==> src/hdl/pps_pkg.sv <==
// Shared types, constants and helpers for the preemptive priority scheduler.
`default_nettype none
package pps_pkg;

	localparam int MaxProcs = 16;
	localparam int IDX_W    = (MaxProcs > 1) ? $clog2(MaxProcs) : 1;
	localparam int CNT_W    = $clog2(MaxProcs + 1);
	localparam int TIME_W   = 20;
	localparam int BURST_W  = 16;
	localparam int PRIO_W   = 8;
	localparam int OIDX_W   = 4;

	localparam logic [TIME_W-1:0] TIME_MAX = {TIME_W{1'b1}};

	localparam logic REQ_LOAD = 1'b0;
	localparam logic REQ_TICK = 1'b1;

	typedef enum logic [2:0] {
		ST_IDLE,
		ST_SCAN,
		ST_FETCH,
		ST_CALC,
		ST_WB
	} state_t;

	typedef struct packed {
		logic               req_type;
		logic [TIME_W-1:0]  arrival_time;
		logic [BURST_W-1:0] burst_length;
		logic [PRIO_W-1:0]  prio_level;
	} req_t;

	typedef struct packed {
		logic              busy_res;
		logic [OIDX_W-1:0] process_index;
		logic              segment_start;
		logic [TIME_W-1:0] tick_start;
		logic              first_dispatch;
		logic [TIME_W-1:0] response_time;
		logic              finished;
		logic [TIME_W-1:0] completion_time;
		logic [TIME_W-1:0] turnaround_time;
		logic [TIME_W-1:0] waiting_time;
		logic              all_done;
	} res_t;

	typedef struct packed {
		logic [TIME_W-1:0]  arrival;
		logic [BURST_W-1:0] burst;
		logic [PRIO_W-1:0]  prio;
		logic [BURST_W-1:0] remaining;
	} entry_t;

	// Running winner of the priority scan
	typedef struct packed {
		logic              found;
		logic [IDX_W-1:0]  idx;
		logic [PRIO_W-1:0] prio;
	} pick_t;

	// Low bits of a table index for the result field
	function automatic logic [OIDX_W-1:0] idx_to_out(input logic [IDX_W-1:0] idx);
		logic [IDX_W+OIDX_W-1:0] w;
		w = {{OIDX_W{1'b0}}, idx};
		return w[OIDX_W-1:0];
	endfunction

endpackage
`default_nettype wire

==> src/hdl/pps_req_if.sv <==
// Request channel: valid/ready handshake carrying one scheduler request.
`default_nettype none
interface pps_req_if;
	logic          valid;
	logic          ready;
	pps_pkg::req_t req;

	modport source (output valid, output req, input ready);
	modport sink (input valid, input req, output ready);
endinterface
`default_nettype wire

==> src/hdl/pps_res_if.sv <==
// Result channel: valid/ready handshake carrying one tick result.
`default_nettype none
interface pps_res_if;
	logic          valid;
	logic          ready;
	pps_pkg::res_t res;

	modport source (output valid, output res, input ready);
	modport sink (input valid, input res, output ready);
endinterface
`default_nettype wire

==> src/hdl/preemptive_priority_scheduler.sv <==
// Top level of the preemptive priority scheduler: sequencer, flags, counters, result register.
// Load request: taken in idle, no result; a load into a full table is dropped.
// Tick request: scan (one read and compare per cycle over the loaded entries), then fetch,
//   arithmetic, write-back; the next request is taken only after the sequencer returns to idle.
// The result is registered at write-back; it is held while the next request is taken, and only
//   a result still waiting at write-back stalls the sequencer.
// Reset (arst_n low, async) clears counters, time, flags and result valid, not table payload.
`default_nettype none
module preemptive_priority_scheduler (
	input  wire logic  clk,
	input  wire logic  arst_n,
	pps_req_if.sink    req_ch,
	pps_res_if.source  res_ch
);

	localparam int IDX_W   = pps_pkg::IDX_W;
	localparam int CNT_W   = pps_pkg::CNT_W;
	localparam int TIME_W  = pps_pkg::TIME_W;
	localparam int BURST_W = pps_pkg::BURST_W;

	pps_pkg::state_t state_q, state_d;

	// table bookkeeping
	logic [CNT_W-1:0]            loaded_q;
	logic [CNT_W-1:0]            completed_q;
	logic [pps_pkg::MaxProcs-1:0] done_q;
	logic [pps_pkg::MaxProcs-1:0] started_q;

	// time and chart tracking
	logic [TIME_W-1:0] time_q;
	logic [TIME_W-1:0] after_q;
	logic              prev_none_q;
	logic              prev_busy_q;
	logic [IDX_W-1:0]  prev_idx_q;

	// scan sequencer
	logic [CNT_W-1:0] scan_q;
	logic             cmp_v_s1;
	logic [IDX_W-1:0] cmp_idx_s1;

	// arithmetic results for the picked entry
	logic [TIME_W-1:0] resp_q;
	logic [TIME_W-1:0] tat_q;

	// output register
	pps_pkg::res_t res_q;
	logic          res_v_q;

	// memory and compare unit hookup
	logic             mem_we;
	logic [IDX_W-1:0] mem_waddr;
	pps_pkg::entry_t  mem_wdata;
	logic [IDX_W-1:0] mem_raddr;
	pps_pkg::entry_t  mem_rdata;
	pps_pkg::pick_t   pick;

	logic req_acc, load_acc, tick_acc, full, issue, wb_go;

	// write-back datapath
	logic [BURST_W-1:0] rem_n;
	logic               fin;
	logic               first;
	logic               seg;
	logic [CNT_W-1:0]   completed_n;
	logic [TIME_W-1:0]  burst_ext;
	pps_pkg::res_t      res_d;

	assign req_ch.ready = (state_q == pps_pkg::ST_IDLE);
	assign req_acc      = req_ch.valid && req_ch.ready;
	assign load_acc     = req_acc && (req_ch.req.req_type == pps_pkg::REQ_LOAD);
	assign tick_acc     = req_acc && (req_ch.req.req_type == pps_pkg::REQ_TICK);
	assign full         = (loaded_q == CNT_W'(pps_pkg::MaxProcs));
	assign issue        = (state_q == pps_pkg::ST_SCAN) && (scan_q < loaded_q);
	// write-back waits for room in the output register
	assign wb_go        = (state_q == pps_pkg::ST_WB) && (!res_v_q || res_ch.ready);

	// ---------------------------------------------------------------
	// Sequencer
	// ---------------------------------------------------------------
	always_ff @(posedge clk or negedge arst_n) begin
		if (!arst_n) begin
			state_q <= pps_pkg::ST_IDLE;
		end else begin
			state_q <= state_d;
		end
	end

	always_comb begin
		state_d = state_q;
		unique case (state_q)
			pps_pkg::ST_IDLE: begin
				if (tick_acc) begin
					state_d = pps_pkg::ST_SCAN;
				end
			end
			pps_pkg::ST_SCAN: begin
				// last compare lands on the edge that leaves this state
				if (!issue) begin
					state_d = pps_pkg::ST_FETCH;
				end
			end
			pps_pkg::ST_FETCH: state_d = pps_pkg::ST_CALC;
			pps_pkg::ST_CALC:  state_d = pps_pkg::ST_WB;
			pps_pkg::ST_WB: begin
				if (wb_go) begin
					state_d = pps_pkg::ST_IDLE;
				end
			end
			default: state_d = pps_pkg::ST_IDLE;
		endcase
	end

	// ---------------------------------------------------------------
	// Table memory: loads write a new row, write-back rewrites the winner
	// ---------------------------------------------------------------
	always_comb begin
		mem_raddr = issue ? scan_q[IDX_W-1:0] : pick.idx;
		mem_we    = 1'b0;
		mem_waddr = pick.idx;
		mem_wdata = mem_rdata;
		mem_wdata.remaining = rem_n;
		if (load_acc && !full) begin
			mem_we              = 1'b1;
			mem_waddr           = loaded_q[IDX_W-1:0];
			mem_wdata.arrival   = req_ch.req.arrival_time;
			mem_wdata.burst     = req_ch.req.burst_length;
			mem_wdata.prio      = req_ch.req.prio_level;
			mem_wdata.remaining = req_ch.req.burst_length;
		end else if (wb_go && pick.found) begin
			mem_we = 1'b1;
		end
	end

	pps_table u_table (
		.clk   (clk),
		.we    (mem_we),
		.waddr (mem_waddr),
		.wdata (mem_wdata),
		.raddr (mem_raddr),
		.rdata (mem_rdata)
	);

	// read data comes back in the cycle after the address: tag it
	always_ff @(posedge clk or negedge arst_n) begin
		if (!arst_n) begin
			cmp_v_s1 <= 1'b0;
		end else begin
			cmp_v_s1 <= issue;
		end
	end

	always_ff @(posedge clk) begin
		cmp_idx_s1 <= scan_q[IDX_W-1:0];
	end

	pps_pick u_pick (
		.clk      (clk),
		.arst_n   (arst_n),
		.clear    (tick_acc),
		.cmp_v    (cmp_v_s1),
		.cmp_idx  (cmp_idx_s1),
		.ent      (mem_rdata),
		.ent_done (done_q[cmp_idx_s1]),
		.now      (time_q),
		.pick     (pick)
	);

	always_ff @(posedge clk or negedge arst_n) begin
		if (!arst_n) begin
			scan_q <= '0;
		end else if (tick_acc) begin
			scan_q <= '0;
		end else if (issue) begin
			scan_q <= scan_q + CNT_W'(1);
		end
	end

	// ---------------------------------------------------------------
	// Arithmetic: after-time at accept, response/turnaround in CALC
	// ---------------------------------------------------------------
	always_ff @(posedge clk) begin
		if (tick_acc) begin
			after_q <= (time_q == pps_pkg::TIME_MAX) ? time_q : time_q + TIME_W'(1);
		end
		if (state_q == pps_pkg::ST_CALC) begin
			resp_q <= time_q - mem_rdata.arrival;
			tat_q  <= after_q - mem_rdata.arrival;
		end
	end

	// ---------------------------------------------------------------
	// Write-back: remaining burst, finish, chart segment, result
	// ---------------------------------------------------------------
	assign rem_n       = mem_rdata.remaining - BURST_W'(mem_rdata.remaining != '0);
	assign fin         = pick.found && (rem_n == '0);
	assign first       = pick.found && !started_q[pick.idx];
	assign completed_n = completed_q + CNT_W'(fin);
	assign burst_ext   = TIME_W'(mem_rdata.burst);
	// chart segment opens on first tick, busy/idle change, or a new runner
	assign seg = prev_none_q || (prev_busy_q != pick.found) ||
	             (pick.found && (prev_idx_q != pick.idx));

	always_comb begin
		res_d                 = '0;
		res_d.busy_res        = pick.found;
		res_d.process_index   = pick.found ? pps_pkg::idx_to_out(pick.idx) : '0;
		res_d.segment_start   = seg;
		res_d.tick_start      = time_q;
		res_d.first_dispatch  = first;
		res_d.response_time   = first ? resp_q : '0;
		res_d.finished        = fin;
		res_d.completion_time = fin ? after_q : '0;
		res_d.turnaround_time = fin ? tat_q : '0;
		// saturated time can leave turnaround below the burst: floor at zero
		res_d.waiting_time    = (fin && (tat_q > burst_ext)) ? tat_q - burst_ext : '0;
		res_d.all_done        = (completed_n >= loaded_q);
	end

	// ---------------------------------------------------------------
	// Control state
	// ---------------------------------------------------------------
	always_ff @(posedge clk or negedge arst_n) begin
		if (!arst_n) begin
			loaded_q    <= '0;
			completed_q <= '0;
			done_q      <= '0;
			started_q   <= '0;
			time_q      <= '0;
			prev_none_q <= 1'b1;
			prev_busy_q <= 1'b0;
			prev_idx_q  <= '0;
		end else begin
			if (load_acc && !full) begin
				loaded_q <= loaded_q + CNT_W'(1);
				done_q[loaded_q[IDX_W-1:0]]    <= (req_ch.req.burst_length == '0);
				started_q[loaded_q[IDX_W-1:0]] <= 1'b0;
				// a zero burst is finished on arrival
				completed_q <= completed_q +
				               CNT_W'(req_ch.req.burst_length == '0);
			end
			if (wb_go) begin
				time_q      <= after_q;
				completed_q <= completed_n;
				prev_none_q <= 1'b0;
				prev_busy_q <= pick.found;
				prev_idx_q  <= pick.idx;
				if (pick.found) begin
					started_q[pick.idx] <= 1'b1;
					if (fin) begin
						done_q[pick.idx] <= 1'b1;
					end
				end
			end
		end
	end

	// ---------------------------------------------------------------
	// Output register
	// ---------------------------------------------------------------
	always_ff @(posedge clk or negedge arst_n) begin
		if (!arst_n) begin
			res_v_q <= 1'b0;
		end else if (wb_go) begin
			res_v_q <= 1'b1;
		end else if (res_ch.ready) begin
			res_v_q <= 1'b0;
		end
	end

	always_ff @(posedge clk) begin
		if (wb_go) begin
			res_q <= res_d;
		end
	end

	assign res_ch.valid = res_v_q;
	assign res_ch.res   = res_q;

`ifndef SYNTH
	a_completed_le_loaded: assert property (@(posedge clk) disable iff (!arst_n)
		completed_q <= loaded_q)
		else $error("completed count above loaded count");

	a_result_from_wb: assert property (@(posedge clk) disable iff (!arst_n)
		$rose(res_v_q) |-> $past(state_q == pps_pkg::ST_WB))
		else $error("result raised outside write-back");

	a_winner_not_done: assert property (@(posedge clk) disable iff (!arst_n)
		(state_q == pps_pkg::ST_WB && pick.found) |-> !done_q[pick.idx])
		else $error("finished entry picked to run");

	a_time_only_on_wb: assert property (@(posedge clk) disable iff (!arst_n)
		!wb_go |=> $stable(time_q))
		else $error("time moved outside write-back");
`endif

endmodule
`default_nettype wire

==> src/hdl/pps_table.sv <==
// Process table memory: one write port, one read port with registered data.
`default_nettype none
module pps_table (
	input  wire logic                         clk,
	input  wire logic                         we,
	input  wire logic [pps_pkg::IDX_W-1:0]    waddr,
	input  wire pps_pkg::entry_t              wdata,
	input  wire logic [pps_pkg::IDX_W-1:0]    raddr,
	output pps_pkg::entry_t                   rdata
);

	pps_pkg::entry_t mem_q [pps_pkg::MaxProcs];
	pps_pkg::entry_t rdata_q;

	always_ff @(posedge clk) begin
		if (we) begin
			mem_q[waddr] <= wdata;
		end
	end

	always_ff @(posedge clk) begin
		rdata_q <= mem_q[raddr];
	end

	assign rdata = rdata_q;

endmodule
`default_nettype wire

==> src/hdl/pps_pick.sv <==
// Shared compare unit: keeps the best ready entry seen during a scan.
`default_nettype none
module pps_pick (
	input  wire logic                         clk,
	input  wire logic                         arst_n,
	input  wire logic                         clear,
	input  wire logic                         cmp_v,
	input  wire logic [pps_pkg::IDX_W-1:0]    cmp_idx,
	input  wire pps_pkg::entry_t              ent,
	input  wire logic                         ent_done,
	input  wire logic [pps_pkg::TIME_W-1:0]   now,
	output pps_pkg::pick_t                    pick
);

	logic                         found_q;
	logic [pps_pkg::IDX_W-1:0]    idx_q;
	logic [pps_pkg::PRIO_W-1:0]   prio_q;
	logic                         better;

	// strict less-than keeps the lowest index on equal priority
	assign better = cmp_v && !ent_done && (ent.arrival <= now) &&
	                (!found_q || (ent.prio < prio_q));

	always_ff @(posedge clk or negedge arst_n) begin
		if (!arst_n) begin
			found_q <= 1'b0;
		end else if (clear) begin
			found_q <= 1'b0;
		end else if (better) begin
			found_q <= 1'b1;
		end
	end

	always_ff @(posedge clk) begin
		if (!clear && better) begin
			idx_q  <= cmp_idx;
			prio_q <= ent.prio;
		end
	end

	assign pick.found = found_q;
	assign pick.idx   = idx_q;
	assign pick.prio  = prio_q;

endmodule
`default_nettype wire
==> src/flat_wrapper.sv <==
// flat-port wrapper written by rule: the top's interface ports become plain ports
module preemptive_priority_scheduler_flat 
  (clk, arst_n, req_ch_valid, req_ch_req, req_ch_ready, res_ch_valid, res_ch_res, res_ch_ready);
  pps_req_if req_ch_i ();
  pps_res_if res_ch_i ();
  input  wire logic clk;
  input  wire logic arst_n;
  input wire logic [$bits(req_ch_i.valid)-1:0] req_ch_valid;
  input wire logic [$bits(req_ch_i.req)-1:0] req_ch_req;
  output wire logic [$bits(req_ch_i.ready)-1:0] req_ch_ready;
  output wire logic [$bits(res_ch_i.valid)-1:0] res_ch_valid;
  output wire logic [$bits(res_ch_i.res)-1:0] res_ch_res;
  input wire logic [$bits(res_ch_i.ready)-1:0] res_ch_ready;
  assign req_ch_i.valid = req_ch_valid;
  assign req_ch_i.req = req_ch_req;
  assign req_ch_ready = req_ch_i.ready;
  assign res_ch_valid = res_ch_i.valid;
  assign res_ch_res = res_ch_i.res;
  assign res_ch_i.ready = res_ch_ready;
  preemptive_priority_scheduler u_core (.clk(clk), .arst_n(arst_n), .req_ch(req_ch_i), .res_ch(res_ch_i));
endmodule
==> config.mk <==
export PLATFORM = sky130hd
export DESIGN_NAME = preemptive_priority_scheduler_flat
export DESIGN_NICKNAME = d
export VERILOG_FILES = /design/src/hdl/pps_pkg.sv /design/src/hdl/pps_req_if.sv /design/src/hdl/pps_res_if.sv /design/src/hdl/preemptive_priority_scheduler.sv /design/src/hdl/pps_table.sv /design/src/hdl/pps_pick.sv /design/src/flat_wrapper.sv
export SDC_FILE = /design/constraint.sdc
export NUM_CORES = 2
export LEC_CHECK = 0
export BUFFER_PORTS_ARGS = -buffer_cell sky130_fd_sc_hd__buf_2
export CORE_AREA = 2 2 299 301
export DETAILED_ROUTE_END_ITERATION = 8
export DIE_AREA = 0 0 301 303
export MAX_ROUTING_LAYER = met4
export PLACE_DENSITY = 0.87
export SETUP_SLACK_MARGIN = 0.1
export SYNTH_ARGS = -nofsm -noshare
export SYNTH_HDL_FRONTEND = slang
export SYNTH_SLANG_ARGS = --single-unit
==> constraint.sdc <==
create_clock -name clk -period 7.2 [get_ports clk]
set_clock_uncertainty 0.15 [all_clocks]
set_input_delay 0.36 -clock clk [delete_from_list [all_inputs] [get_ports clk]]
set_output_delay 0.36 -clock clk [all_outputs]
set_load 0.05 [all_outputs]
==> impl_summary.txt <==
----------------------------------------------------
[Finish]
  Most common library cell in the layout ignoring fill and taps ... edfxtp_1
  Number of nets at the end of the flow ... 3763
  Commonest cells after routing, fill and taps aside ... edfxtp_1 (1141), mux2i_1 (918), nand2_1 (214), buf_2 (158), clkbuf_16 (118)
  Area of combinational cells with multiple inputs ... 15700 sq um
  Signed area change from the synthesized netlist to the final layout ... 11.9%
  Layout cells sized above 1 ... between 10% and 20%
  Final non-filler cell total ... 4902
  Sequential cell area ... 37500 sq um
  Count of filler cells inserted in the layout ... 5423

[Place]
  HPWL after DPL ... 70.4 mm
  Number of buffers added on ports ... 159
  Final GP Congestion ... just over 0.9
  Number of instances in the placed design ... 4667

[Logic synthesis]
  Number of flops mapped to enable cells by yosys ... 1141
  Post-Synthesis Net Count ... about 3500
  Synth Area in Compound Gates ... 2.77%
  Synth warn ... 0
  Main combinational cell family by area after synthesis ... multiplexers
  Unique cell type count in the Yosys netlist ... 65
  Seq/Total Area, Yosys ... 69.5%
  Syn Inst Count ... 3406
  Combined area of all synthesized cells ... 54000 sq um
  Multiplexer share of the synthesized area ... 17.5%
  Number of synthesized register bits ... around 1300
  Xor/xnor share of the synthesized area ... 1.53%
  Predominant post-synthesis flop cell ... edfxtp_1
  Synthesized-area fraction occupied by and/or/nand/nor cells ... 4.83%
  Share of flip-flops with an asynchronous set or reset ... between 6 and 7%
  Synthesized area per cell ... 15.8 sq um
  Arithmetic-cell share of the synthesized area counting full adders, half adders and majority gates ... 2.04%

[Pwr]
  Peak VDD IR ... 0.427 mV
  Pleak ... between 20 and 25 nW
  Power per standard cell area ... 438 nW/um^2

[Route]
  Final ANT Viol Nets ... 0
  Wire length per cell ... ~26 um
  Wire length on met3 ... 9.88 mm
  Uppermost signal routing layer after detailed routing ... met4
  Via count ... 30425
  Detailed Route Iter0 Violations ... 3206
  Metal1 wirelength ... 49.6 mm
  Post-route DRC ... 0
  Pre-antenna DRT Iters ... 5
  Routed length on met2 ... between 60 and 70 mm
  Final wirelength ... 126 mm
  Post-detailed-route via-to-cell ratio ... 6.21

[Critical path]
  Setup crit end kind ... flip-flop
  Dominant cell type by count on the critical path ... ha_1
  Cell class contributing the biggest share of worst-path delay ... simple AND/OR/NAND/NOR gates
  WS Path Type ... flip-flop to flip-flop
  Maximum fanout count along the critical path ... 23
  CP startpoint kind ... flip-flop
  Slowest cell delay on critical path ... about 0.64 ns
  Crit path arrival time ... 5.44 ns
  Number of buffers and inverters on the critical path ... 1
  Cells along the critical path ... nor2_1 -> nand2_1 -> or4_1 -> nor3_1 -> nand3_1 -> ha_1 -> ha_1 -> nand3_1 -> nor2_1 -> xnor2_1 -> nand3_1 -> and4b_2 -> ha_1 -> inv_1 -> ha_1 -> nand2b_1 -> a21o_1 -> a21oi_1 -> nor2b_1 -> o21ai_0 -> nand2b_1
  Endpoint required time on the critical path ... around 7.5 ns
  Slowest stage cell on the critical path ... and4b_2

[Clocking]
  Clk pin slew, worst setup/hold paths ... 0.07 ns
  Worst-skew pair later-pin latency ... 0.72 ns
  Clock tree from TritonCTS ... done
  Clock root cell ... clkbuf_16
  Number of sinks driven by the clock tree ... 1284
  Worst-case clock buffer depth ... 3
  CTS resizes ... 0
  Max H-tree Level ... 3
  Number of buffers created by CTS ... 117
  Buffers inserted by post-CTS timing repair ... 0

[Die]
  Top Ports ... 160
  Placement row count ... between 100 and 150
  Placeable Area ... roughly 88000 sq um
  Die height ... 303 um
  Width of the die ... 301 um
  Initial Util ... 61.4%
  Die area ... 91200 sq um

[Global routing]
  Maximum number of pins on one net before global-route repair ... approximately 110
  Wire length of the first global-routing pass ... 185 mm
  Overflow left after global routing ... 0
  Number of global-route vias before repair ... around 30000
  Global router's overall resource usage ... between 20% and 30%
  Antenna violations before repair ... 5

[Status]
  Result of the run ... finished clean

[Timing]
  Hold violation count in the final report ... 0
  Final Max Slew Viols ... 0
  Slew margin rel. ... approximately a fifth
  Final setup fails ... 0
  Min Tclk post-route ... a little over 5 ns
  Final period utilization ... between 70% and 80%
  Setup repair after global routing missed its margin ... no
  Maximum achievable frequency ... 0.195 GHz
  Sum Neg Setup Slack ... 0 ns
  Pin slew with the least headroom to its limit ... around 1.2 ns

[Worst hold path]
  Type of the worst min-delay path ... input pin to flip-flop

[Job]
  Max-Cap Viols ... 0

----------------------------------------------------
## per-layer routing
layer / vias to the layer above / track usage [%]
li1: 13345 / -
met1: 15193 / 36.4
met2: 1585 / 45.4
met3: 302 / 3.77
met4: 0 / 11.2
met5: - / -
## area by class of cell
| type | count | share of cell area [%] |
|---|---|---|
| Antenna cell | 6 | 0.0249 |
| Clock buffer | 155 | 5.30 |
| Clock inverter | 67 | 0.949 |
| Inverter | 70 | 0.443 |
| Multi-Input combinational cell | 1908 | 26.0 |
| Sequential cell | 1284 | 62.1 |
| Tap cell | 1165 | 2.41 |
| Timing Repair Buffer | 247 | 2.73 |
## cells in the mapped netlist (all sizes together), types with 53 or more instances
cell type	instances	area, sq um
mux2i	919	9200
ha	83	1040
inv	69	259
and2	70	438
dfxtp	64	1280
clkbuf	53	199
buf	91	504
nand2	215	807
o21ai	106	531
dfrtp	78	1950
nor2	103	387
edfxtp	1141	34300
xnor2	58	508
## final timing paths
| kind | start | endpoint | slack (ns) | depth (start not counted) |
|---|---|---|---|---|
| setup / recovery | u_core.u_table.rdata[6]$_DFF_P_ | u_core.res_ch.res[0]$_DFFE_PP_ | 2.06 | 21 |
| hold / removal | req_ch_req[29] | u_core.u_table.mem_q[0][45]$_DFFE_PP_ | 0.07 | 4 |
| setup reg to reg | u_core.u_table.rdata[6]$_DFF_P_ | u_core.res_ch.res[0]$_DFFE_PP_ | 2.06 | 21 |
| hold reg to reg | u_core.u_table.rdata[19]$_DFF_P_ | u_core.u_pick.prio_q[3]$_DFFE_PP_ | 0.32 | 0 |
| max in group asynchronous | arst_n | u_core.time_q[9]$_DFFE_PN0P_ | 5.70 | 4 |
| min in group asynchronous | arst_n | u_core.started_q[5]$_DFF_PN0_ | 0.54 | 4 |
## sequential cells by signal, summed over array words and instances, names as in the netlist, 3 cells and up
register / count
u_core.scan_q: 5
u_core.u_pick.prio_q: 8
u_core.completed_q: 5
u_core.done_q: 16
u_core.state_q: 3
u_core.u_table.rdata: 60
u_core.prev_idx_q: 4
u_core.resp_q: 20
u_core.u_table.mem_q: 960
u_core.tat_q: 20
u_core.after_q: 20
u_core.u_pick.idx_q: 4
u_core.started_q: 16
u_core.time_q: 20
u_core.res_ch.res: 109
u_core.cmp_idx_s1: 4
u_core.loaded_q: 5
## worst register-to-register path, stage by stage (launching register included)
cell and delay (ns):
dfxtp_1 0.36, nor2_1 0.19, nand2_1 0.14, or4_1 0.52, nor3_1 0.18, nand3_1 0.09, ha_1 0.24, ha_1 0.25
nand3_1 0.30, nor2_1 0.11, xnor2_1 0.21, nand3_1 0.09, and4b_2 0.64, ha_1 0.37, inv_1 0.06, ha_1 0.22
nand2b_1 0.14, a21o_1 0.17, a21oi_1 0.13, nor2b_1 0.06, o21ai_0 0.19, nand2b_1 0.07
## where the power goes
group / internal (W) / switching, W
clock: 0.00336 / 0.00272
sequential: 0.0100 / 0.000528
combinational: 0.00374 / 0.00605
total: 0.0172 / 0.00930
## repair_timing
action                                  CTS  global route
endpoints found under the setup margin    0             0
hold endpoints to repair                 58             0
hold buffers                              7             0
## stage by stage
stage / hold slack [ns] / worst slack [ns] / util [%] / total power (W) / area [sq um]
finish: 0.0660 / 2.06 / 68.6 / 0.0265 / 60400
CTS: 0.0316 / 2.09 / 68.6 / 0.0264 / 60400
detailed placement: 0.187 / 2.15 / 64.2 / 0.0202 / 56500
global route: 0.0756 / 1.67 / 68.6 / 0.0275 / 60400
global placement: 0.186 / 2.24 / 64.2 / 0.0199 / 56500
floorplan: -0.0856 / 1.08 / - / 0.0177 / 54000
## logic make-up (layout without fill, tap and decap cells)
| group | after synthesis | after routing |
|---|---|---|
| compound gates | 246 | 246 |
| buf+inv | 214 | 539 |
| flops | 1284 | 1284 |
| simple gates | 549 | 549 |
| xor+xnor | 94 | 94 |
| fa+ha+maj | 86 | 86 |
| other cells | 0 | 6 |
| mux | 933 | 933 |
Note: power is estimated with default switching activity, not from simulation.
